===== config.mk =====
export PLATFORM = sky130hd
export DESIGN_NAME = four_key_front_panel_controller
export DESIGN_NICKNAME = d
export VERILOG_FILES = /design/src/sv/fkp_pkg.sv /design/src/sv/four_key_front_panel_controller.sv /design/src/sv/fkp_front.sv /design/src/sv/fkp_evq.sv /design/src/sv/fkp_back.sv
export SDC_FILE = /design/constraint.sdc
export NUM_CORES = 1
export LEC_CHECK = 0
export ABC_AREA = 1
export BUFFER_PORTS_ARGS = -buffer_cell sky130_fd_sc_hd__buf_4
export CORE_MARGIN = 10
export CORE_UTILIZATION = 55
export CTS_CLUSTER_SIZE = 30
export DETAILED_ROUTE_END_ITERATION = 6
export PLACE_DENSITY_LB_ADDON = 0.12
export SYNTH_ARGS = -nofsm -noshare
export SYNTH_HDL_FRONTEND = slang
export SYNTH_SLANG_ARGS = --single-unit

===== constraint.sdc =====
create_clock -name clk -period 5.15 [get_ports clk]
set_clock_uncertainty 0.05 [all_clocks]
set_input_delay 0.2575 -clock clk [delete_from_list [all_inputs] [get_ports clk]]
set_output_delay 0.2575 -clock clk [all_outputs]
set_load 0.1 [all_outputs]

===== src/sv/fkp_pkg.sv =====
// fkp_pkg: shared types and constants of the four-key front panel controller
// no dependencies; imported by every module of the block
`default_nettype none

package fkp_pkg;

    // width of the per-key hold timers in milliseconds (12 to 32)
    localparam int COUNT_WIDTH = 16;

    // event queue between the key front and the settings back
    localparam int EVQ_DEPTH = 4;

    // configuration register widths
    localparam int TICK_W  = 7;
    localparam int TIME_W  = 16;
    localparam int CFG_W   = 16;
    localparam int CFG_IDX_W = 1;

    localparam int OPT_W   = 2;
    localparam int HOLD_W  = 11;

    // menu options
    localparam logic [OPT_W-1:0] OPT_NONE  = 2'd0;
    localparam logic [OPT_W-1:0] OPT_LEVEL = 2'd1;
    localparam logic [OPT_W-1:0] OPT_TIME  = 2'd2;
    localparam logic [OPT_W-1:0] OPT_WRAP  = 2'd3;

    // configuration values seen by the front and back parts
    typedef struct packed {
        logic [TICK_W-1:0] tick_ms;
        logic [TIME_W-1:0] time_limit;
    } fkp_cfg_t;

    // key actions found by the front for one scan beat
    typedef struct packed {
        logic start_click;
        logic menu_click;
        logic minus_act;
        logic minus_big;
        logic plus_act;
        logic plus_big;
        logic long_beep;
    } fkp_evt_t;

    // one result beat
    typedef struct packed {
        logic              run_state;
        logic [OPT_W-1:0]  menu_option;
        logic              level_setting;
        logic [TIME_W-1:0] time_setting;
        logic              reload_remaining;
        logic              beep_short;
        logic              beep_double;
        logic              settings_done;
        logic              blink_start;
        logic              hold_active;
    } fkp_res_t;

endpackage

`default_nettype wire


===== src/sv/four_key_front_panel_controller.sv =====
// four_key_front_panel_controller: top level of the front panel key controller
// depends on fkp_pkg, fkp_front, fkp_evq, fkp_back
`default_nettype none

// Takes one scan beat per clock while not full (push/full), carrying the
// decoded key of that tick, and returns one result beat per scan beat
// (empty/pop) with the current settings and one-tick event pulses. The front
// part keeps a millisecond hold timer per key and classifies each beat into
// clicks, repeats and long holds; a four-entry event queue hands those to the
// back part, which owns run state, menu option, level, time setting and the
// no-blink hold countdown and writes each finished result into a two-entry
// result queue. Throughput is one beat per clock while no queue is full,
// as the back part updates its settings registers on each event it pops; the
// event is held in the event queue, then its result in the result queue.
// tick_ms and time_limit are written through cfg_we/cfg_idx/cfg_data and
// should only change while no beat is in flight.
module four_key_front_panel_controller (
    input  wire logic                        clk,
    input  wire logic                        rst_n,
    // configuration writes
    input  wire logic                        cfg_we,
    input  wire logic [fkp_pkg::CFG_IDX_W-1:0] cfg_idx,
    input  wire logic [fkp_pkg::CFG_W-1:0]   cfg_data,
    // scan beats in
    input  wire logic                        push,
    output logic                             full,
    input  wire logic [2:0]                  key_code,
    // result beats out
    output logic                             empty,
    input  wire logic                        pop,
    output logic                             run_state,
    output logic [fkp_pkg::OPT_W-1:0]        menu_option,
    output logic                             level_setting,
    output logic [fkp_pkg::TIME_W-1:0]       time_setting,
    output logic                             reload_remaining,
    output logic                             beep_short,
    output logic                             beep_double,
    output logic                             settings_done,
    output logic                             blink_start,
    output logic                             hold_active
);
    import fkp_pkg::*;

    // register indexes
    localparam logic [CFG_IDX_W-1:0] CFG_TICK_MS    = 1'd0;
    localparam logic [CFG_IDX_W-1:0] CFG_TIME_LIMIT = 1'd1;

    localparam logic [TICK_W-1:0] TICK_MS_RESET    = TICK_W'(10);
    localparam logic [TIME_W-1:0] TIME_LIMIT_RESET = TIME_W'(7200);

    logic [TICK_W-1:0] tick_ms_reg;
    logic [TIME_W-1:0] time_limit_reg;
    fkp_cfg_t          cfg;

    logic      in_take;
    fkp_evt_t  front_evt;
    fkp_evt_t  q_evt;
    logic      q_empty;
    logic      q_pop;
    fkp_res_t  res;

    assign cfg.tick_ms    = tick_ms_reg;
    assign cfg.time_limit = time_limit_reg;

    // a scan beat moves when the event queue has room
    assign in_take = push && !full;

    // configuration registers; the user must write them only while idle, the block does not enforce it
    always_ff @(posedge clk or negedge rst_n)
    begin
        if (!rst_n)
        begin
            tick_ms_reg    <= TICK_MS_RESET;
            time_limit_reg <= TIME_LIMIT_RESET;
        end
        else if (cfg_we)
        begin
            case (cfg_idx)
                CFG_TICK_MS:    tick_ms_reg    <= cfg_data[TICK_W-1:0];
                CFG_TIME_LIMIT: time_limit_reg <= cfg_data[TIME_W-1:0];
                default:        ;
            endcase
        end
    end

    // key timers and classification
    fkp_front u_front (
        .clk      (clk),
        .rst_n    (rst_n),
        .cfg      (cfg),
        .in_valid (in_take),
        .key_code (key_code),
        .evt      (front_evt)
    );

    // decouples the key front from the settings back
    fkp_evq u_evq (
        .clk     (clk),
        .rst_n   (rst_n),
        .wr_en   (in_take),
        .wr_data (front_evt),
        .full    (full),
        .rd_en   (q_pop),
        .rd_data (q_evt),
        .empty   (q_empty)
    );

    // settings update and result queue
    fkp_back u_back (
        .clk       (clk),
        .rst_n     (rst_n),
        .cfg       (cfg),
        .evt       (q_evt),
        .evt_empty (q_empty),
        .evt_pop   (q_pop),
        .res       (res),
        .res_empty (empty),
        .res_pop   (pop)
    );

    assign run_state        = res.run_state;
    assign menu_option      = res.menu_option;
    assign level_setting    = res.level_setting;
    assign time_setting     = res.time_setting;
    assign reload_remaining = res.reload_remaining;
    assign beep_short       = res.beep_short;
    assign beep_double      = res.beep_double;
    assign settings_done    = res.settings_done;
    assign blink_start      = res.blink_start;
    assign hold_active      = res.hold_active;

    // a confirmed setting always leaves the menu closed
    a_done_closes_menu: assert property (@(posedge clk) disable iff (!rst_n)
        (!empty && settings_done) |-> (menu_option == OPT_NONE))
        else $error("settings_done with menu still open");

    // a reload only happens when running stops
    a_reload_stops: assert property (@(posedge clk) disable iff (!rst_n)
        (!empty && reload_remaining) |-> !run_state)
        else $error("reload_remaining while still running");

    // every blink comes with a beep of some kind
    a_blink_beeps: assert property (@(posedge clk) disable iff (!rst_n)
        (!empty && blink_start) |-> (beep_short || beep_double))
        else $error("blink_start without a beep");

    // the back never consumes an event it has not been given
    a_pop_needs_event: assert property (@(posedge clk) disable iff (!rst_n)
        q_pop |-> !q_empty)
        else $error("event queue popped while empty");

endmodule

`default_nettype wire


===== src/sv/fkp_front.sv =====
// fkp_front: key hold timers and click / repeat / long-hold classification
// depends on fkp_pkg
`default_nettype none

module fkp_front (
    input  wire logic                           clk,
    input  wire logic                           rst_n,
    input  wire fkp_pkg::fkp_cfg_t              cfg,
    input  wire logic                           in_valid,
    input  wire logic [2:0]                     key_code,
    output fkp_pkg::fkp_evt_t                   evt
);
    import fkp_pkg::*;

    localparam int SUM_W = COUNT_WIDTH + 1;

    localparam logic [2:0] KEY_START = 3'd1;
    localparam logic [2:0] KEY_MINUS = 3'd2;
    localparam logic [2:0] KEY_PLUS  = 3'd3;
    localparam logic [2:0] KEY_MENU  = 3'd4;

    localparam logic [COUNT_WIDTH-1:0] CNT_MAX        = {COUNT_WIDTH{1'b1}};
    localparam logic [COUNT_WIDTH-1:0] CLICK_MIN_MS   = COUNT_WIDTH'(100);
    localparam logic [COUNT_WIDTH-1:0] CLICK_MAX_MS   = COUNT_WIDTH'(1500);
    localparam logic [COUNT_WIDTH-1:0] LONG_MAX_MS    = COUNT_WIDTH'(3000);
    localparam logic [COUNT_WIDTH-1:0] ADJ_MAX_MS     = COUNT_WIDTH'(1400);
    localparam logic [COUNT_WIDTH-1:0] REPEAT_LO_MS   = COUNT_WIDTH'(1900);
    localparam logic [COUNT_WIDTH-1:0] REPEAT_HI_MS   = COUNT_WIDTH'(2100);
    localparam logic [COUNT_WIDTH-1:0] REPEAT_BASE_MS = COUNT_WIDTH'(1400);

    typedef struct packed {
        logic [COUNT_WIDTH-1:0] cnt;
        logic                   pressed;
        logic                   long_hold;
        logic                   act;
        logic                   beep_d;
    } click_t;

    typedef struct packed {
        logic [COUNT_WIDTH-1:0] cnt;
        logic                   pressed;
        logic                   act;
        logic                   big;
    } rpt_t;

    logic [COUNT_WIDTH-1:0] press_reg [4];
    logic [COUNT_WIDTH-1:0] press_next [4];
    logic [3:0]             pressed_reg, pressed_next;
    logic [1:0]             long_reg, long_next;

    click_t start_res, menu_res;
    rpt_t   minus_res, plus_res;

    function automatic logic [COUNT_WIDTH-1:0] sat_add(
        input logic [COUNT_WIDTH-1:0] c,
        input logic [TICK_W-1:0]      t
    );
        logic [SUM_W-1:0] s;
        s = {1'b0, c} + SUM_W'(t);
        return s[SUM_W-1] ? CNT_MAX : s[COUNT_WIDTH-1:0];
    endfunction

    function automatic click_t click_step(
        input logic                   hit,
        input logic [COUNT_WIDTH-1:0] cnt,
        input logic                   pressed,
        input logic                   long_hold,
        input logic [TICK_W-1:0]      t
    );
        click_t r;
        r = '{cnt: cnt, pressed: pressed, long_hold: long_hold, act: 1'b0, beep_d: 1'b0};
        if (hit && !r.long_hold)
        begin
            r.cnt     = sat_add(r.cnt, t);
            r.pressed = 1'b1;
        end
        if (r.pressed)
        begin
            if (!hit)
            begin
                if (r.cnt > CLICK_MIN_MS && r.cnt < CLICK_MAX_MS)
                    r.act = 1'b1;
                r.pressed   = 1'b0;
                r.long_hold = 1'b0;
                r.cnt       = '0;
            end
            if (r.cnt > CLICK_MAX_MS && r.cnt < LONG_MAX_MS && !r.long_hold)
            begin
                r.beep_d    = 1'b1;
                r.long_hold = 1'b1;
            end
        end
        return r;
    endfunction

    function automatic rpt_t repeat_step(
        input logic                   hit,
        input logic [COUNT_WIDTH-1:0] cnt,
        input logic                   pressed,
        input logic [TICK_W-1:0]      t
    );
        rpt_t r;
        r = '{cnt: cnt, pressed: pressed, act: 1'b0, big: 1'b0};
        if (hit)
        begin
            r.cnt     = sat_add(r.cnt, t);
            r.pressed = 1'b1;
        end
        if (r.pressed)
        begin
            if (!hit)
            begin
                if (r.cnt < ADJ_MAX_MS)
                    r.act = 1'b1;
                r.pressed = 1'b0;
                r.cnt     = '0;
            end
            if (r.cnt > REPEAT_LO_MS && r.cnt < REPEAT_HI_MS)
            begin
                r.act     = 1'b1;
                r.big     = 1'b1;
                r.pressed = 1'b0;
                r.cnt     = REPEAT_BASE_MS;
            end
        end
        return r;
    endfunction

    always_comb
    begin
        start_res = click_step(key_code == KEY_START, press_reg[0], pressed_reg[0],
                               long_reg[0], cfg.tick_ms);
        minus_res = repeat_step(key_code == KEY_MINUS, press_reg[1], pressed_reg[1],
                                cfg.tick_ms);
        plus_res  = repeat_step(key_code == KEY_PLUS, press_reg[2], pressed_reg[2],
                                cfg.tick_ms);
        menu_res  = click_step(key_code == KEY_MENU, press_reg[3], pressed_reg[3],
                               long_reg[1], cfg.tick_ms);

        press_next[0] = start_res.cnt;
        press_next[1] = minus_res.cnt;
        press_next[2] = plus_res.cnt;
        press_next[3] = menu_res.cnt;
        pressed_next  = {menu_res.pressed, plus_res.pressed,
                         minus_res.pressed, start_res.pressed};
        long_next     = {menu_res.long_hold, start_res.long_hold};

        evt.start_click = start_res.act;
        evt.menu_click  = menu_res.act;
        evt.minus_act   = minus_res.act;
        evt.minus_big   = minus_res.big;
        evt.plus_act    = plus_res.act;
        evt.plus_big    = plus_res.big;
        evt.long_beep   = start_res.beep_d | menu_res.beep_d;
    end

    always_ff @(posedge clk or negedge rst_n)
    begin
        if (!rst_n)
        begin
            for (int i = 0; i < 4; i++)
                press_reg[i] <= '0;
            pressed_reg <= '0;
            long_reg    <= '0;
        end
        else if (in_valid)
        begin
            for (int i = 0; i < 4; i++)
                press_reg[i] <= press_next[i];
            pressed_reg <= pressed_next;
            long_reg    <= long_next;
        end
    end

endmodule

`default_nettype wire


===== src/sv/fkp_evq.sv =====
// fkp_evq: small fifo of classified key beats between front and back
// depends on fkp_pkg
`default_nettype none

module fkp_evq (
    input  wire logic              clk,
    input  wire logic              rst_n,
    input  wire logic              wr_en,
    input  wire fkp_pkg::fkp_evt_t wr_data,
    output logic                   full,
    input  wire logic              rd_en,
    output fkp_pkg::fkp_evt_t      rd_data,
    output logic                   empty
);
    import fkp_pkg::*;

    localparam int PTR_W = (EVQ_DEPTH > 1) ? $clog2(EVQ_DEPTH) : 1;
    localparam int CNT_W = $clog2(EVQ_DEPTH + 1);
    localparam logic [CNT_W-1:0] DEPTH_CNT = CNT_W'(EVQ_DEPTH);
    localparam logic [PTR_W-1:0] LAST_PTR  = PTR_W'(EVQ_DEPTH - 1);

    fkp_evt_t          mem_reg [EVQ_DEPTH];
    logic [PTR_W-1:0]  wr_ptr_reg, rd_ptr_reg;
    logic [CNT_W-1:0]  count_reg;
    logic              do_wr, do_rd;

    assign full    = (count_reg == DEPTH_CNT);
    assign empty   = (count_reg == '0);
    assign do_wr   = wr_en && !full;
    assign do_rd   = rd_en && !empty;
    assign rd_data = mem_reg[rd_ptr_reg];

    always_ff @(posedge clk)
    begin
        if (do_wr)
            mem_reg[wr_ptr_reg] <= wr_data;
    end

    always_ff @(posedge clk or negedge rst_n)
    begin
        if (!rst_n)
        begin
            wr_ptr_reg <= '0;
            rd_ptr_reg <= '0;
            count_reg  <= '0;
        end
        else
        begin
            if (do_wr)
                wr_ptr_reg <= (wr_ptr_reg == LAST_PTR) ? '0 : wr_ptr_reg + PTR_W'(1);
            if (do_rd)
                rd_ptr_reg <= (rd_ptr_reg == LAST_PTR) ? '0 : rd_ptr_reg + PTR_W'(1);
            if (do_wr && !do_rd)
                count_reg <= count_reg + CNT_W'(1);
            else if (do_rd && !do_wr)
                count_reg <= count_reg - CNT_W'(1);
        end
    end

endmodule

`default_nettype wire


===== src/sv/fkp_back.sv =====
// fkp_back: settings state, applies key beats and queues the result beats
// depends on fkp_pkg
`default_nettype none

module fkp_back (
    input  wire logic              clk,
    input  wire logic              rst_n,
    input  wire fkp_pkg::fkp_cfg_t cfg,
    input  wire fkp_pkg::fkp_evt_t evt,
    input  wire logic              evt_empty,
    output logic                   evt_pop,
    output fkp_pkg::fkp_res_t      res,
    output logic                   res_empty,
    input  wire logic              res_pop
);
    import fkp_pkg::*;

    localparam logic [HOLD_W-1:0] HOLD_RELOAD_MS = HOLD_W'(1000);
    localparam int                DIFF_W         = TIME_W + 2;
    localparam logic [TIME_W-1:0] STEP_SMALL_S   = TIME_W'(60);
    localparam logic [TIME_W-1:0] STEP_BIG_S     = TIME_W'(600);
    localparam logic [TIME_W-1:0] TIME_FLOOR_S   = TIME_W'(60);

    typedef struct packed {
        logic              level;
        logic [TIME_W-1:0] time_s;
        logic              hold_load;
        logic              blink;
        logic              beep_s;
        logic              beep_d;
    } adj_t;

    logic              run_reg, run_next;
    logic [OPT_W-1:0]  option_reg, option_next;
    logic              level_reg, level_next;
    logic [TIME_W-1:0] time_reg, time_next;
    logic [HOLD_W-1:0] hold_reg, hold_next;
    fkp_res_t          res_next;
    adj_t              adj_minus, adj_plus;

    // two-entry result queue
    fkp_res_t          rq_reg [2];
    logic              rq_wr_reg, rq_rd_reg;
    logic [1:0]        rq_cnt_reg;
    logic              rq_space, do_res_pop;

    function automatic adj_t adjust(
        input logic              up,
        input logic              big,
        input logic [OPT_W-1:0]  opt,
        input logic              level,
        input logic [TIME_W-1:0] time_s,
        input logic [TIME_W-1:0] time_limit
    );
        adj_t              a;
        logic [TIME_W-1:0] step;
        logic [DIFF_W-1:0] t;
        a = '{level: level, time_s: time_s, hold_load: 1'b0,
              blink: 1'b0, beep_s: 1'b0, beep_d: 1'b0};
        step = big ? STEP_BIG_S : STEP_SMALL_S;
        t    = '0;
        if (opt == OPT_LEVEL)
        begin
            if (level == up)
                a.beep_d = 1'b1;
            else
                a.beep_s = 1'b1;
            a.level     = up;
            a.hold_load = 1'b1;
            a.blink     = 1'b1;
        end
        else if (opt == OPT_TIME)
        begin
            if (up)
            begin
                t = {2'b00, time_s} + {2'b00, step};
                if (t > {2'b00, time_limit})
                    a.time_s = time_limit;
                else
                    a.time_s = t[TIME_W-1:0];
            end
            else
            begin
                t = {2'b00, time_s} - {2'b00, step};
                if ($signed(t) < $signed({2'b00, TIME_FLOOR_S}))
                    a.time_s = '0;
                else
                    a.time_s = t[TIME_W-1:0];
            end
            a.hold_load = 1'b1;
            a.blink     = 1'b1;
            a.beep_s    = 1'b1;
        end
        else
        begin
            a.beep_d = 1'b1;
        end
        return a;
    endfunction

    assign rq_space   = (rq_cnt_reg != 2'd2);
    assign evt_pop    = !evt_empty && rq_space;
    assign res_empty  = (rq_cnt_reg == 2'd0);
    assign do_res_pop = res_pop && !res_empty;
    assign res        = rq_reg[rq_rd_reg];

    always_comb
    begin
        run_next    = run_reg;
        option_next = option_reg;
        level_next  = level_reg;
        time_next   = time_reg;
        hold_next   = hold_reg;
        res_next    = '0;

        // no-blink hold counts down first, saturating at zero
        if (hold_reg != '0)
            hold_next = (hold_reg > HOLD_W'(cfg.tick_ms)) ?
                        hold_reg - HOLD_W'(cfg.tick_ms) : '0;

        if (evt.start_click)
        begin
            option_next           = OPT_NONE;
            res_next.settings_done = 1'b1;
            res_next.beep_short   = 1'b1;
            if (run_reg)
                res_next.reload_remaining = 1'b1;
            run_next = !run_reg;
        end

        adj_minus = adjust(1'b0, evt.minus_big, option_next, level_next, time_next,
                           cfg.time_limit);
        if (evt.minus_act)
        begin
            level_next = adj_minus.level;
            time_next  = adj_minus.time_s;
            if (adj_minus.hold_load)
                hold_next = HOLD_RELOAD_MS;
            res_next.blink_start = res_next.blink_start | adj_minus.blink;
            res_next.beep_short  = res_next.beep_short  | adj_minus.beep_s;
            res_next.beep_double = res_next.beep_double | adj_minus.beep_d;
        end

        adj_plus = adjust(1'b1, evt.plus_big, option_next, level_next, time_next,
                          cfg.time_limit);
        if (evt.plus_act)
        begin
            level_next = adj_plus.level;
            time_next  = adj_plus.time_s;
            if (adj_plus.hold_load)
                hold_next = HOLD_RELOAD_MS;
            res_next.blink_start = res_next.blink_start | adj_plus.blink;
            res_next.beep_short  = res_next.beep_short  | adj_plus.beep_s;
            res_next.beep_double = res_next.beep_double | adj_plus.beep_d;
        end

        if (evt.menu_click)
        begin
            option_next = option_next + OPT_W'(1);
            if (option_next == OPT_WRAP)
            begin
                option_next            = OPT_NONE;
                res_next.settings_done = 1'b1;
            end
            res_next.blink_start = 1'b1;
            res_next.beep_short  = 1'b1;
        end

        if (evt.long_beep)
            res_next.beep_double = 1'b1;

        res_next.run_state     = run_next;
        res_next.menu_option   = option_next;
        res_next.level_setting = level_next;
        res_next.time_setting  = time_next;
        res_next.hold_active   = (hold_next != '0);
    end

    always_ff @(posedge clk)
    begin
        if (evt_pop)
            rq_reg[rq_wr_reg] <= res_next;
    end

    always_ff @(posedge clk or negedge rst_n)
    begin
        if (!rst_n)
        begin
            run_reg    <= 1'b0;
            option_reg <= OPT_NONE;
            level_reg  <= 1'b0;
            time_reg   <= '0;
            hold_reg   <= '0;
            rq_wr_reg  <= 1'b0;
            rq_rd_reg  <= 1'b0;
            rq_cnt_reg <= 2'd0;
        end
        else
        begin
            if (evt_pop)
            begin
                run_reg    <= run_next;
                option_reg <= option_next;
                level_reg  <= level_next;
                time_reg   <= time_next;
                hold_reg   <= hold_next;
                rq_wr_reg  <= !rq_wr_reg;
            end
            if (do_res_pop)
                rq_rd_reg <= !rq_rd_reg;
            if (evt_pop && !do_res_pop)
                rq_cnt_reg <= rq_cnt_reg + 2'd1;
            else if (do_res_pop && !evt_pop)
                rq_cnt_reg <= rq_cnt_reg - 2'd1;
        end
    end

endmodule

`default_nettype wire

# After elaboration in Yosys (flattened, before gate mapping)
# Memory sizes are Yosys's and may differ from the RTL's.
# Cells that the tools add are included.
# classes
add_sub_neg	14
magnitude_cmp	17
n_eq_ne	11
muxes	82
bitwise	6
reduce_logical	43
# ops
cell	count
two-way mux 19 bit	10
two-way mux 16 bit	10
two-way mux 18 bit	4
adder 16 x 7 -> 17 bit	4
two-way mux 17 bit	4
two-way mux 11 bit	6
greater-than comparator 16 x 11 -> 1 bit, second input constant	4
less-than comparator 16 x 11 -> 1 bit, second input constant	4
less-than comparator 16 x 12 -> 1 bit, second input constant	4
two-way mux 20 bit	2
greater-than comparator 16 x 7 -> 1 bit, second input constant	2
two-way mux 1 bit	29
two-way mux 2 bit	11
nonzero test 11 bit	2
two-way mux 10 bit	2
logical AND 1 bit	19
greater-than comparator 18 x 16 -> 1 bit	1
less-than comparator 18 x 7 -> 1 bit, second input constant	1
adder 16 x 16 -> 17 bit	1
subtractor 16 x 16 -> 17 bit	1
logical NOT 1 bit	14
greater-than comparator 11 x 7 -> 1 bit	1
subtractor 11 x 7 -> 11 bit	1
adder 2 x 1 -> 2 bit, second input constant	4
other kinds (17)	32
# word_totals
ff_bits	135
mem_bits_rw	80
wordCells	195
mem_count	2
# mem_list
memory	words	word_bits	rd	rd_ports_with_merged_regs	write_ports	line	rtl
u_back.rq_reg	2	26	1	0	1	fkp_back.sv:42	fkp_res_t rq_reg [2];
u_evq.mem_reg	4	7	1	0	1	fkp_evq.sv:22	fkp_evt_t mem_reg [EVQ_DEPTH];

# Depth between registers and ports, before layout
# Gate-level depths: netlist of run 1.
# An unclocked memory read counts as a cell.
# logic_depth
depth_word	16
ltp_mapped	47
mapped_depth_nobuf	45

# Hierarchy
# Synthesis of run 1 repeated with hierarchy kept, for this count alone.
# hier_totals
hier_cells	2219
hier_area_um2	15861.5
# modules_own_cells
mod	n_inst	cells_per_inst	area_per_inst_um2	seq_area_each_um2
fkp_front	1	1125	7023.0	1751.7
fkp_back	1	849	6269.8	2437.3
fkp_evq	1	142	1592.8	1016.0
four_key_front_panel_controller	1	103	975.9	583.1

# Least setup slack after synthesis of run 1
# No wires, ideal clock.
# synth_timing
path_kind	flip-flop to flip-flop
start	reg u_evq.rd_ptr_reg[0]
end	mem u_back.rq_reg[0][8] in the netlist's numbering (data pin)
setup_time_ps	258
t_arrival_ps	5182
t_required_ps	4842
slack_ps	-339
path_stages_with_launch	46
n_path_buf	3
path_cell_list	dfrtp_1 -> buf_6 -> inv_4 -> clkbuf_1 -> nand2_1 -> a32oi_1 -> inv_1 -> ha_1 -> inv_1 -> ha_1 -> nand3_1 -> nand2_1 -> nand2_2 -> nand2_1 -> nand2_1 -> nand2_1 -> nand3_1 -> nor2_2 -> (+10 left out) -> nand2_1 -> nand2_1 -> nand2_4 -> nand2_1 -> nand2_1 -> nand2_1 -> inv_1 -> ha_1 -> nand2_1 -> inv_1 -> nand3_1 -> or4_1 -> o21ai_2 -> nand2_4 -> buf_8 -> nand2_1 -> nand3_1 -> and2_1
# synth_rtl
item	line	rtl
from (decl)	fkp_evq.sv:23	logic [PTR_W-1:0] wr_ptr_reg, rd_ptr_reg;
from (signal assigned)	fkp_evq.sv:52	rd_ptr_reg <= (rd_ptr_reg == LAST_PTR) ? '0 : rd_ptr_reg + PTR_W'(1);
to (decl)	fkp_back.sv:42	

==> results of run 1 <==
## final cells by class
| cell class | count | area share (%) |
|---|---|---|
| multi-input cells | 1419 | 47.2 |
| clock inverters | 14 | 0.584 |
| inverters | 276 | 5.94 |
| clock buffers | 31 | 3.69 |
| repair buffers | 158 | 7.19 |
| flip-flops and latches | 215 | 33.0 |
| well taps | 335 | 2.39 |
## logic make-up (layout without fill, tap and decap cells)
logic type               after synthesis  count (layout)  share of synthesized area, %
AO/OA/AOI/OAI                        306             306                          12.0
XOR/XNOR                              47              47                          2.87
adder cells (fa/ha/maj)               78              78                          6.99
buffers and inverters                323             479                          8.58
flip-flops                           215             215                          39.6
multiplexers                           2               2                         0.146
AND/OR/NAND/NOR                      985             986                          29.8
## power breakdown
| part | switching [mW] | leakage, nW | internal (mW) |
|---|---|---|---|
| Clock | 0.731 | 0.366 | 0.942 |
| Sequential | 0.440 | 2.46 | 2.56 |
| Combinational | 5.11 | 5.65 | 2.76 |
| Total | 6.29 | 8.47 | 6.26 |
## metal layers
metal | track usage [%] | up-vias | part of all wire, %
met4 | 6.26 | 0 | 2.2
met5 | 0 | - | 0
met2 | 39.5 | 336 | 48
li1 | - | 6701 | -
met3 | 2.85 | 62 | 4.6
met1 | 29.4 | 6305 | 45
## critical path: cells and delay by family (launching register included)
| kind | cells | cell delay (ps) |
|---|---|---|
| compound gates | 2 | 340 |
| flops | 1 | 450 |
| fa+ha+maj | 2 | 500 |
| xor+xnor | 1 | 220 |
| buf+inv | 6 | 720 |
| simple gates | 21 | 2730 |
## cells in the final DEF, fill, tap and decap left out, types with 54 or more instances in the layout
| master | instances |
|---|---|
| ha_1 | 56 |
| nor2_1 | 135 |
| nand2_2 | 54 |
| buf_4 | 132 |
| edfxtp_1 | 80 |
| inv_1 | 244 |
| dfrtp_1 | 128 |
| o21ai_0 | 112 |
| nand2_1 | 535 |
| a21oi_1 | 76 |
| nand3_1 | 97 |
## timing repair
item / 4_1_cts / 5_1_grt
gates resized for setup: 58 / 83
pin swaps: 32 / 47
setup buffers: 18 / 9
hold endpoints to repair: 110 / 0
hold buffers: 17 / 0
gates cloned: 1 / 0
setup endpoints to repair: 48 / 48
## per-stage QoR
stage / hold slack [ps] / power, mW / util [%] / setup WS, ps / cell area [µm²]
2_1_floorplan: -88.1 / 8.06 / - / 3.57 / 14700
3_3_place_gp: 361 / 9.85 / 60.7 / -167 / 15800
3_5_place_dp: 355 / 9.94 / 60.7 / -273 / 15800
4_1_cts: 20.5 / 12.0 / 65.7 / 1.55 / 17100
5_1_grt: 53.8 / 13.5 / 67.4 / -328 / 17600
6_report: 36.7 / 12.5 / 67.4 / -77.3 / 17600
## worst paths after layout
path	endpoint	cells past startpoint
worst min register to register	time_limit_reg[3]	2
max in group asynchronous	u_evq.rd_ptr_reg[0]	3
worst min-delay path	u_front.pressed_reg[0]	4
worst max-delay path	u_back.rq_reg[1][15]	32
worst max register to register	u_back.rq_reg[1][15]	32
min in group asynchronous	u_front.press_reg[27]	2
==> impl_results.md, run 1 <==
* Ant diodes at 0
* Origin of the critical flop-to-flop path: u_evq.rd_ptr_reg[0]
* First-pass GRT wire length at 64200 µm
* Initial antenna violation count at 0
* Ys flop type: dfrtp_1
* Die H at 183 µm
* Worst stage delay on the critical path at 540 ps
* IO buf count at 52
* Power per cell area at 715 nW/µm²
* EDFF count, synth at 80
* Unrepaired setup endpoints after global routing: true
* Total routed wirelength at 39200 µm
* Largest net degree at the start of global routing at 92
* P&R area growth vs syn at 20.2%
* DR iter-0 viols at 1085
* Max FFs per register at 64
* # IOs at 53
* Most frequent cell after synthesis: nand2_1
* Drt via density at 5.48
* Sequential element share of the synthesized area at 39.6%
* Post-DP HPWL at 28100 µm
* Placer Congestion at 0.963
* Final WS setup at -77.3 ps
* Clock transition at path regs at 60 ps
* Fin cells at 2448
* Via count at 13404
* Die W at 183 µm
* Overflow after GRT at 0
* Drt wl/cell at 16.0 µm
* Fill cells at 2187
* Final hold violation count at 0
* Yosys top cell area share at 22.1%
* F_max at 191 MHz
* CP endpoint kind: register
* Max clock buf depth at 3
* Multi-input logic area at 8290 µm²
* Status: complete, but fails checks
* CP max-delay cell: or4_4
* Yosys Warn Count at 0
* Row count at 59
* Mapped Cells at 1956
* Clock root buffer master: clkbuf_16
* Synthesized Nets at 2059
* First drt pass iteration count at 6
* Critical path arrival at 5470 ps
* Clk Latency, worst-skew pair at 540 ps
* Reg2reg setup slack at -80 ps
* Max transition margin at 32.9%
* Largest area contributor in the netlist: dfrtp_1
* Worst min-delay path class: input pin to register
* Register area at 5790 µm²
* Fraction of layout cells with a size suffix above 1 at 19.0%
* Setup Total Neg Slack at -944 ps
* NumNets Final at 2198
* Worst-margin pin slew at 1010 ps
* Crit path launch: u_evq.rd_ptr_reg[0]
* TritonCTS clock tree: done
* Yosys reg bits at 215
* Inst Count DP at 2358
* Hold Startpoint: key_code[1]
* Cell area after synthesis at 14600 µm²
* CP Max Fanout at 7
* Fraction of registers with async set/reset at 62.8%
* Num CTS Buffers at 25
* Core area at 26100 µm²
* Most used cell, CP: nand2_2
* Synth unique cells at 66
* Max VDD drop at 0.000847 V
* # DRC at 0
* Synth cell count leaders: nand2_1, inv_1, nor2_1, dfrtp_1, nand3_1
* Final Max Tran Viols at 0
* Worst path required time at 5390 ps
* DIE AREA at 33500 µm²
* Initial core utilization at 56.0%
* Crit path launch type: register
* Routed Antenna Nets at 0
* Synth area leaders: dfrtp_1, edfxtp_1, nand2_1
* CTS sink count at 215
* Avg Cell Area, Syn at 7.46 µm²
* # setup viols final at 28
* Max H-tree Level at 1
* All-Layer GR Usage at 22.8%
* P_leak at 8.47 nW
* Maxcap violations at 0
* Fin crit period at 5230 ps
* Violated checks: negative setup slack
* Number of global-route vias before repair at 13082
* Period utilization at 102%
* Crit Path Category: register to register
No activity file was read; power rests on OpenSTA's default activity.
==> inputs of run 2 (changes only) <==
- BUFFER_PORTS_ARGS: -buffer_cell sky130_fd_sc_hd__buf_4 -> -buffer_cell sky130_fd_sc_hd__buf_2
==> run 2 against run 1 <==
  * The flow still finishes with violations (negative setup slack)
  * Clock-buffer cell count is 1 higher
  * Final area fell by 1.5%
  * Worst setup slack worse by 86 ps
  * Global-route usage increased by 0.29 points
  * Fmax down 1.6%
  * Utilization is 0.99 points lower
  * Wire length grew 0.13%
  * Highest routed layer unchanged
  * Clock power grew 4%
==> impl_results.md, run 2 (same netlist as run 1, synthesis figures left out) <==
* Post-DP HPWL at 28200 µm (+0.43%)
* Max FFs per register at 64 (unchanged)
* Die W at 183 µm (unchanged)
* Status: complete, but fails checks
* Critical path arrival at 5540 ps (+70 ps)
* Final WS setup at -163 ps (-86.2 ps)
* Commonest cells after routing, fill and taps aside: nand2_1, inv_1, nor2_1, dfrtp_1, o21ai_0
* Drt via density at 5.48 (about the same)
* NumNets Final at 2184 (-0.64%)
* Most used cell, CP: buf_4
* Crit path launch type: register
* Fin crit period at 5310 ps (+86.2 ps)
* DIE AREA at 33500 µm² (unchanged)
* Clk network pwr share at 14.3% (+1.0 points)
* Maxcap violations at 0 (unchanged)
* Fin cells at 2437 (-0.45%)
* Max transition margin at 30.0% (-2.9 points)
* Max clock buf depth at 3 (unchanged)
* TritonCTS clock tree: done
* P_leak at 8.44 nW (-0.38%)
* Row count at 59 (unchanged)
* Initial antenna violation count at 2 (+2)
* CP endpoint kind: register
* CP top delay family: simple AND/OR/NAND/NOR gates
* Number of global-route vias before repair at 13014 (-0.52%)
* Violated checks: negative setup slack
* Clk Latency, worst-skew pair at 550 ps (about the same)
* Placer Congestion at 0.944 (-2.0%)
* # IOs at 53 (unchanged)
* Overflow after GRT at 0 (unchanged)
* Final hold violation count at 0 (unchanged)
* Largest net degree at the start of global routing at 87 (-5.4%)
* F_max at 188 MHz (-1.6%)
* Logic pwr share at 61.0% (-1.7 points)
* Crit Path Category: register to register
* Inst Count DP at 2355 (-0.13%)
* Total routed wirelength at 39300 µm (+0.13%)
* First-pass GRT wire length at 64900 µm (+1.2%)
* Initial core utilization at 56.0% (unchanged)
* Power per cell area at 703 nW/µm² (-1.6%)
* Reg2Reg Depth at 32 (unchanged)
* Max H-tree Level at 1 (unchanged)
* Levels on crit path at 32 (unchanged)
* Sw frac at 50.5% (+0.39 points)
* Core area at 26100 µm² (unchanged)
* Routed Antenna Nets at 0 (unchanged)
* Worst-margin pin slew at 1050 ps (+44.0 ps)
* CTS sink count at 215 (unchanged)
* Max VDD drop at 0.000792 V (-6.5%)
* IO buf count at 52 (unchanged)
* Die H at 183 µm (unchanged)
* Post-route cell area at 17300 µm² (-1.5%)
* Sequential share of power at 24.7% (+0.8 points)
* Period utilization at 103% (+1.7 points)
* DR iter-0 viols at 930 (-14%)
* P_sw at 6.14 mW (-2.3%)
* CP Max Fanout at 13 (+6)
* Worst min-delay path class: input pin to register
* Worst path required time at 5370 ps (-20 ps)
* All-Layer GR Usage at 23.1% (+0.29 points)
* Critical path buffers and inverters at 13 (+7)
* Unrepaired setup endpoints after global routing: true
* First drt pass iteration count at 6 (unchanged)
* Drt wl/cell at 16.1 µm (+0.58%)
* # setup viols final at 45 (+61%)
* P_int at 6.02 mW (-3.8%)
* Worst stage delay on the critical path at 530 ps (about the same)
* Cell Area, Placed at 15700 µm² (-0.90%)
* P&R area growth vs syn at 18.5%
* # DRC at 0 (unchanged)
* Fraction of layout cells with a size suffix above 1 at 17.6% (-1.4 points)
* Clock transition at path regs at 60 ps (about the same)
* Fill cells at 2276 (+4.1%)
* Commonest non-fill, non-tap cell in the layout: nand2_1
* Final Max Tran Viols at 0 (unchanged)
* Hold path cells at 4 (unchanged)
* CP max-delay cell: or4_4
* Num CTS Buffers at 25 (unchanged)
* Via count at 13351 (-0.40%)
* Clock root buffer master: clkbuf_16
==> run 2: cell types whose count changed in the layout (fill, tap and decap cells not counted), sizes merged <==
cell / previous run / this run
buf: 141 / 128
bufinv: 1 / 2
clkbuf: 31 / 32
clkinv: 12 / 11
diode: 0 / 2
nand2: 598 / 597
==> run 2: per-stage QoR <==
stage	utilization, %	power, mW	TNS [ps]	hold slack, ps	worst slack [ps]
floorplan	-	8.06	0	-88.1	3.57
global placement	60.2	9.68	-4350	347	-166
detailed placement	60.2	9.80	-11050	357	-315
CTS	65.3	11.9	-273	28.2	-38.1
global route	66.4	13.1	-15690	61.7	-377
finish	66.4	12.2	-4270	50.0	-163
==> run 2: worst register-to-register path: cells and delay by family (launching register included) <==
family | cells | cell delay [ps]
AOI/OAI and AO/OA | 3 | 640
adders and majority gates | 2 | 500
and+or+nand+nor | 14 | 1980
DFF | 1 | 450
buffers and inverters | 13 | 1430
==> run 2: metal layers <==
metal | up-vias | routed length (µm) | track usage [%]
met2 | 291 | 18900 | 39.4
met3 | 74 | 1680 | 2.52
li1 | 6689 | - | -
met5 | - | 0 | 0
met4 | 0 | 1030 | 7.07
met1 | 6297 | 17700 | 30.3
==> run 2: timing repair <==
action | CTS | global route
pin swaps | 42 | 40
hold buffers | 17 | 0
setup buffers | 13 | 7
resized for setup | 74 | 46
hold endpoints to repair | 102 | 0
setup endpoints to repair | 48 | 48
==> run 2: area by class of cell <==
cell class / instances / area [µm²] / share of cell area [%]
clock inverters: 14 / 125 / 0.723
well taps: 335 / 419 / 2.42
flip-flops and latches: 215 / 5790 / 33.5
repair buffers: 145 / 1060 / 6.12
multi-input cells: 1418 / 8200 / 47.4
clock buffers: 32 / 662 / 3.83
inverters: 276 / 1040 / 6.03
diodes: 2 / 5.00 / 0.0289
==> run 2: path summary, 6_finish.rpt <==
check	slack [ps]	endpoint	from
setup / recovery	-160	u_back.rq_reg[0][10]	u_evq.rd_ptr_reg[0]
hold / removal	50	u_front.pressed_reg[0]	key_code[1]
setup reg to reg	-160	u_back.rq_reg[0][10]	u_evq.rd_ptr_reg[0]
hold reg to reg	430	u_back.hold_reg[0]	u_back.hold_reg[0]
max in group asynchronous	3530	u_back.hold_reg[0]	rst_n
min in group asynchronous	340	u_front.press_reg[56]	rst_n
==> run 2: power groups by stage <==
stage	logic, mW	registers [mW]	clock network [mW]
3_5_place_dp	6.78	3.02	0
6_report	7.42	3.01	1.74
3_3_place_gp	6.68	3.00	0
5_1_grt	8.20	3.08	1.84
2_1_floorplan	5.18	2.88	0
4_1_cts	7.18	3.00	1.77
==> inputs of run 3 (changes only) <==
- SETUP_SLACK_MARGIN: not set -> 0.02
==> run 3 against run 2 <==
  * The flow still finishes with violations (negative setup slack)
  * Non-clock buffer count fell by 3
  * Critical endpoint is now u_back.rq_reg[1][12]
  * Critical path type unchanged
  * Critical path depth rose by 2
  * Via count rose by 0.57%
  * Clock-buffer cell count fell by 1
  * Sequential share of layout area fell by 0.14 points
  * Hold slack got worse by 7.1 ps
  * Final cell count fell by 0.16%
  * Total power rose by 1.2%
  * Die area did not move
  * Worst setup slack improved by 63 ps
  * Utilization rose by 0.29 points
==> impl_results.md, run 3 (same netlist as run 1, synthesis figures left out) <==
* IO buf count at 52 (unchanged)
* Fin crit period at 5250 ps (-62.6 ps)
* Final hold violation count at 0 (unchanged)
* Register area at 5790 µm² (unchanged)
* Crit path launch type: register
* First-pass GRT wire length at 63900 µm (-1.5%)
* Most used cell, CP: nand2_4
* Die H at 183 µm (unchanged)
* CP top delay family: simple AND/OR/NAND/NOR gates
* Commonest non-fill, non-tap cell in the layout: nand2_1
* Final Max Tran Viols at 0 (unchanged)
* P&R area growth vs syn at 19.0%
* CTS sink count at 215 (unchanged)
* Num CTS Buffers at 25 (unchanged)
* Setup Total Neg Slack at -1570 ps (+2700 ps)
* Row count at 59 (unchanged)
* Ant diodes at 0 (-2)
* Levels on crit path at 34 (+6.3%)
* Power per cell area at 709 nW/µm² (+0.76%)
* Max transition margin at 32.4% (+2.4 points)
* Worst-margin pin slew at 1010 ps (-36.7 ps)
* Drt wl/cell at 16.1 µm (-0.29%)
* Worst min-delay path class: input pin to register
* All-Layer GR Usage at 22.7% (-0.39 points)
* DR iter-0 viols at 1092 (+17%)
* Max clock buf depth at 3 (unchanged)
* Initial antenna violation count at 0 (-2)
* Hold path cells at 4 (unchanged)
* # setup viols final at 31 (-31%)
* # DRC at 0 (unchanged)
* Max FFs per register at 64 (unchanged)
* F_max at 190 MHz (+1.2%)
* Post-layout util at 66.7% (+0.29 points)
* Routed Antenna Nets at 0 (unchanged)
* NumNets Final at 2182 (-0.092%)
* Met3 usage at 2.83% (+0.31 points)
* Clock root buffer master: clkbuf_16
* Post-DP HPWL at 27900 µm (-1.2%)
* CP max-delay cell: or4_4
* Multi-input logic area at 8240 µm² (+0.55%)
* Via count at 13427 (+0.57%)
* Commonest cells after routing, fill and taps aside: nand2_1, inv_1, nor2_1, dfrtp_1, o21ai_0
* Crit Path Category: register to register
* Fraction of layout cells with a size suffix above 1 at 18.2% (+0.59 points)
* Most used routing layer: met2
* Critical path arrival at 5480 ps (-60 ps)
* Placer Congestion at 0.935 (-0.95%)
* P_leak at 8.46 nW (+0.33%)
* GR Util met2 at 38.5% (-0.86 points)
* Worst path required time at 5380 ps (about the same)
* Origin of the critical flop-to-flop path: u_evq.rd_ptr_reg[0]
* Core area at 26100 µm² (unchanged)
* Reg2reg setup slack at -100 ps (+60 ps)
* # IOs at 53 (unchanged)
* Maxcap violations at 0 (unchanged)
* Critical path buffers and inverters at 5 (-8)
* Status: complete, but fails checks
* CP Max Fanout at 7 (-6)
* Max VDD drop at 0.000722 V (-8.8%)
* Crit path launch: u_evq.rd_ptr_reg[0]
* DIE AREA at 33500 µm² (unchanged)
* Fill cells at 2210 (-2.9%)
* Unrepaired setup endpoints after global routing: true
* Period utilization at 102% (-1.2 points)
* Max H-tree Level at 1 (unchanged)
* Total routed wirelength at 39100 µm (-0.45%)
* Largest net degree at the start of global routing at 102 (+17%)
* Pwr Total at 12.3 mW (+1.2%)
* TritonCTS clock tree: done
* First drt pass iteration count at 5 (-1)
* Die W at 183 µm (unchanged)
* Drt via density at 5.52 (+0.73%)
* Clock transition at path regs at 60 ps (about the same)
* GRT met1 Usage at 30.0% (-0.21 points)
* Clk Latency, worst-skew pair at 530 ps (-20 ps)
* Reg2Reg Depth at 34 (+6.3%)
* CP endpoint kind: register
* Hold Startpoint: key_code[1]
* DP Worst Slack at -160 ps (+155 ps)
* Final WS setup at -101 ps (+62.6 ps)
* Number of global-route vias before repair at 13097 (+0.64%)
* Initial core utilization at 56.0% (unchanged)
* Violated checks: negative setup slack
* Overflow after GRT at 0 (unchanged)
* Worst stage delay on the critical path at 530 ps (about the same)
## run 3: cell count changes in the layout (fill, tap and decap cells not counted), moves of 4 or more
cell,change
nand3_1,-5
clkinv_1,-4
nand3_4,-5
nand3_2,+10
nor2_4,+5
buf_6,-6
## run 3: metrics by stage
step	instance area [µm²]	cells	hold slack [ps]
3_3_place_gp	15700	2358	401
2_1_floorplan	14700	1956	-88.1
3_5_place_dp	15700	2358	405
5_1_grt	17400	2433	69.1
4_1_cts	17000	2428	20.9
6_report	17400	2433	42.8
## run 3: cell type report
type | instances | share of cell area (%)
Clock inverter | 15 | 1.01
Multi-Input combinational cell | 1419 | 47.4
Tap cell | 335 | 2.41
Sequential cell | 215 | 33.3
Inverter | 276 | 6.02
Clock buffer | 31 | 3.97
Timing Repair Buffer | 142 | 5.83
## run 3: power breakdown
part,total [mW],switching (mW),internal (mW)
logic,7.44,5.02,2.42
registers,3.01,0.443,2.56
clock network,1.87,0.759,1.11
## run 3: layer usage
layer | up-vias | share of wire (%)
met5 | - | 0
met4 | 0 | 1.8
met3 | 54 | 5.3
met2 | 338 | 48
met1 | 6376 | 45
li1 | 6659 | -
## run 3: final timing paths
check	endpoint
worst max register to register	u_back.rq_reg[1][12]
worst min register to register	u_front.press_reg[23]
min in group asynchronous	u_front.press_reg[27]
max in group asynchronous	u_evq.rd_ptr_reg[0]
worst min-delay path	u_front.pressed_reg[0]
worst max-delay path	u_back.rq_reg[1][12]
## run 3: what timing repair did
action	in CTS	in global routing
gates resized for setup	57	67
hold buffers	17	0
pin swaps	48	27
hold endpoints to repair	116	0
setup endpoints to repair	46	48
cloned	1	0
buffers inserted	6	5
## run 3: tightest hold or removal path: cells and delay by family
kind	cells	cell delay, ps
AND/OR/NAND/NOR	1	70
AO/OA/AOI/OAI	1	70
buffers and inverters	2	180
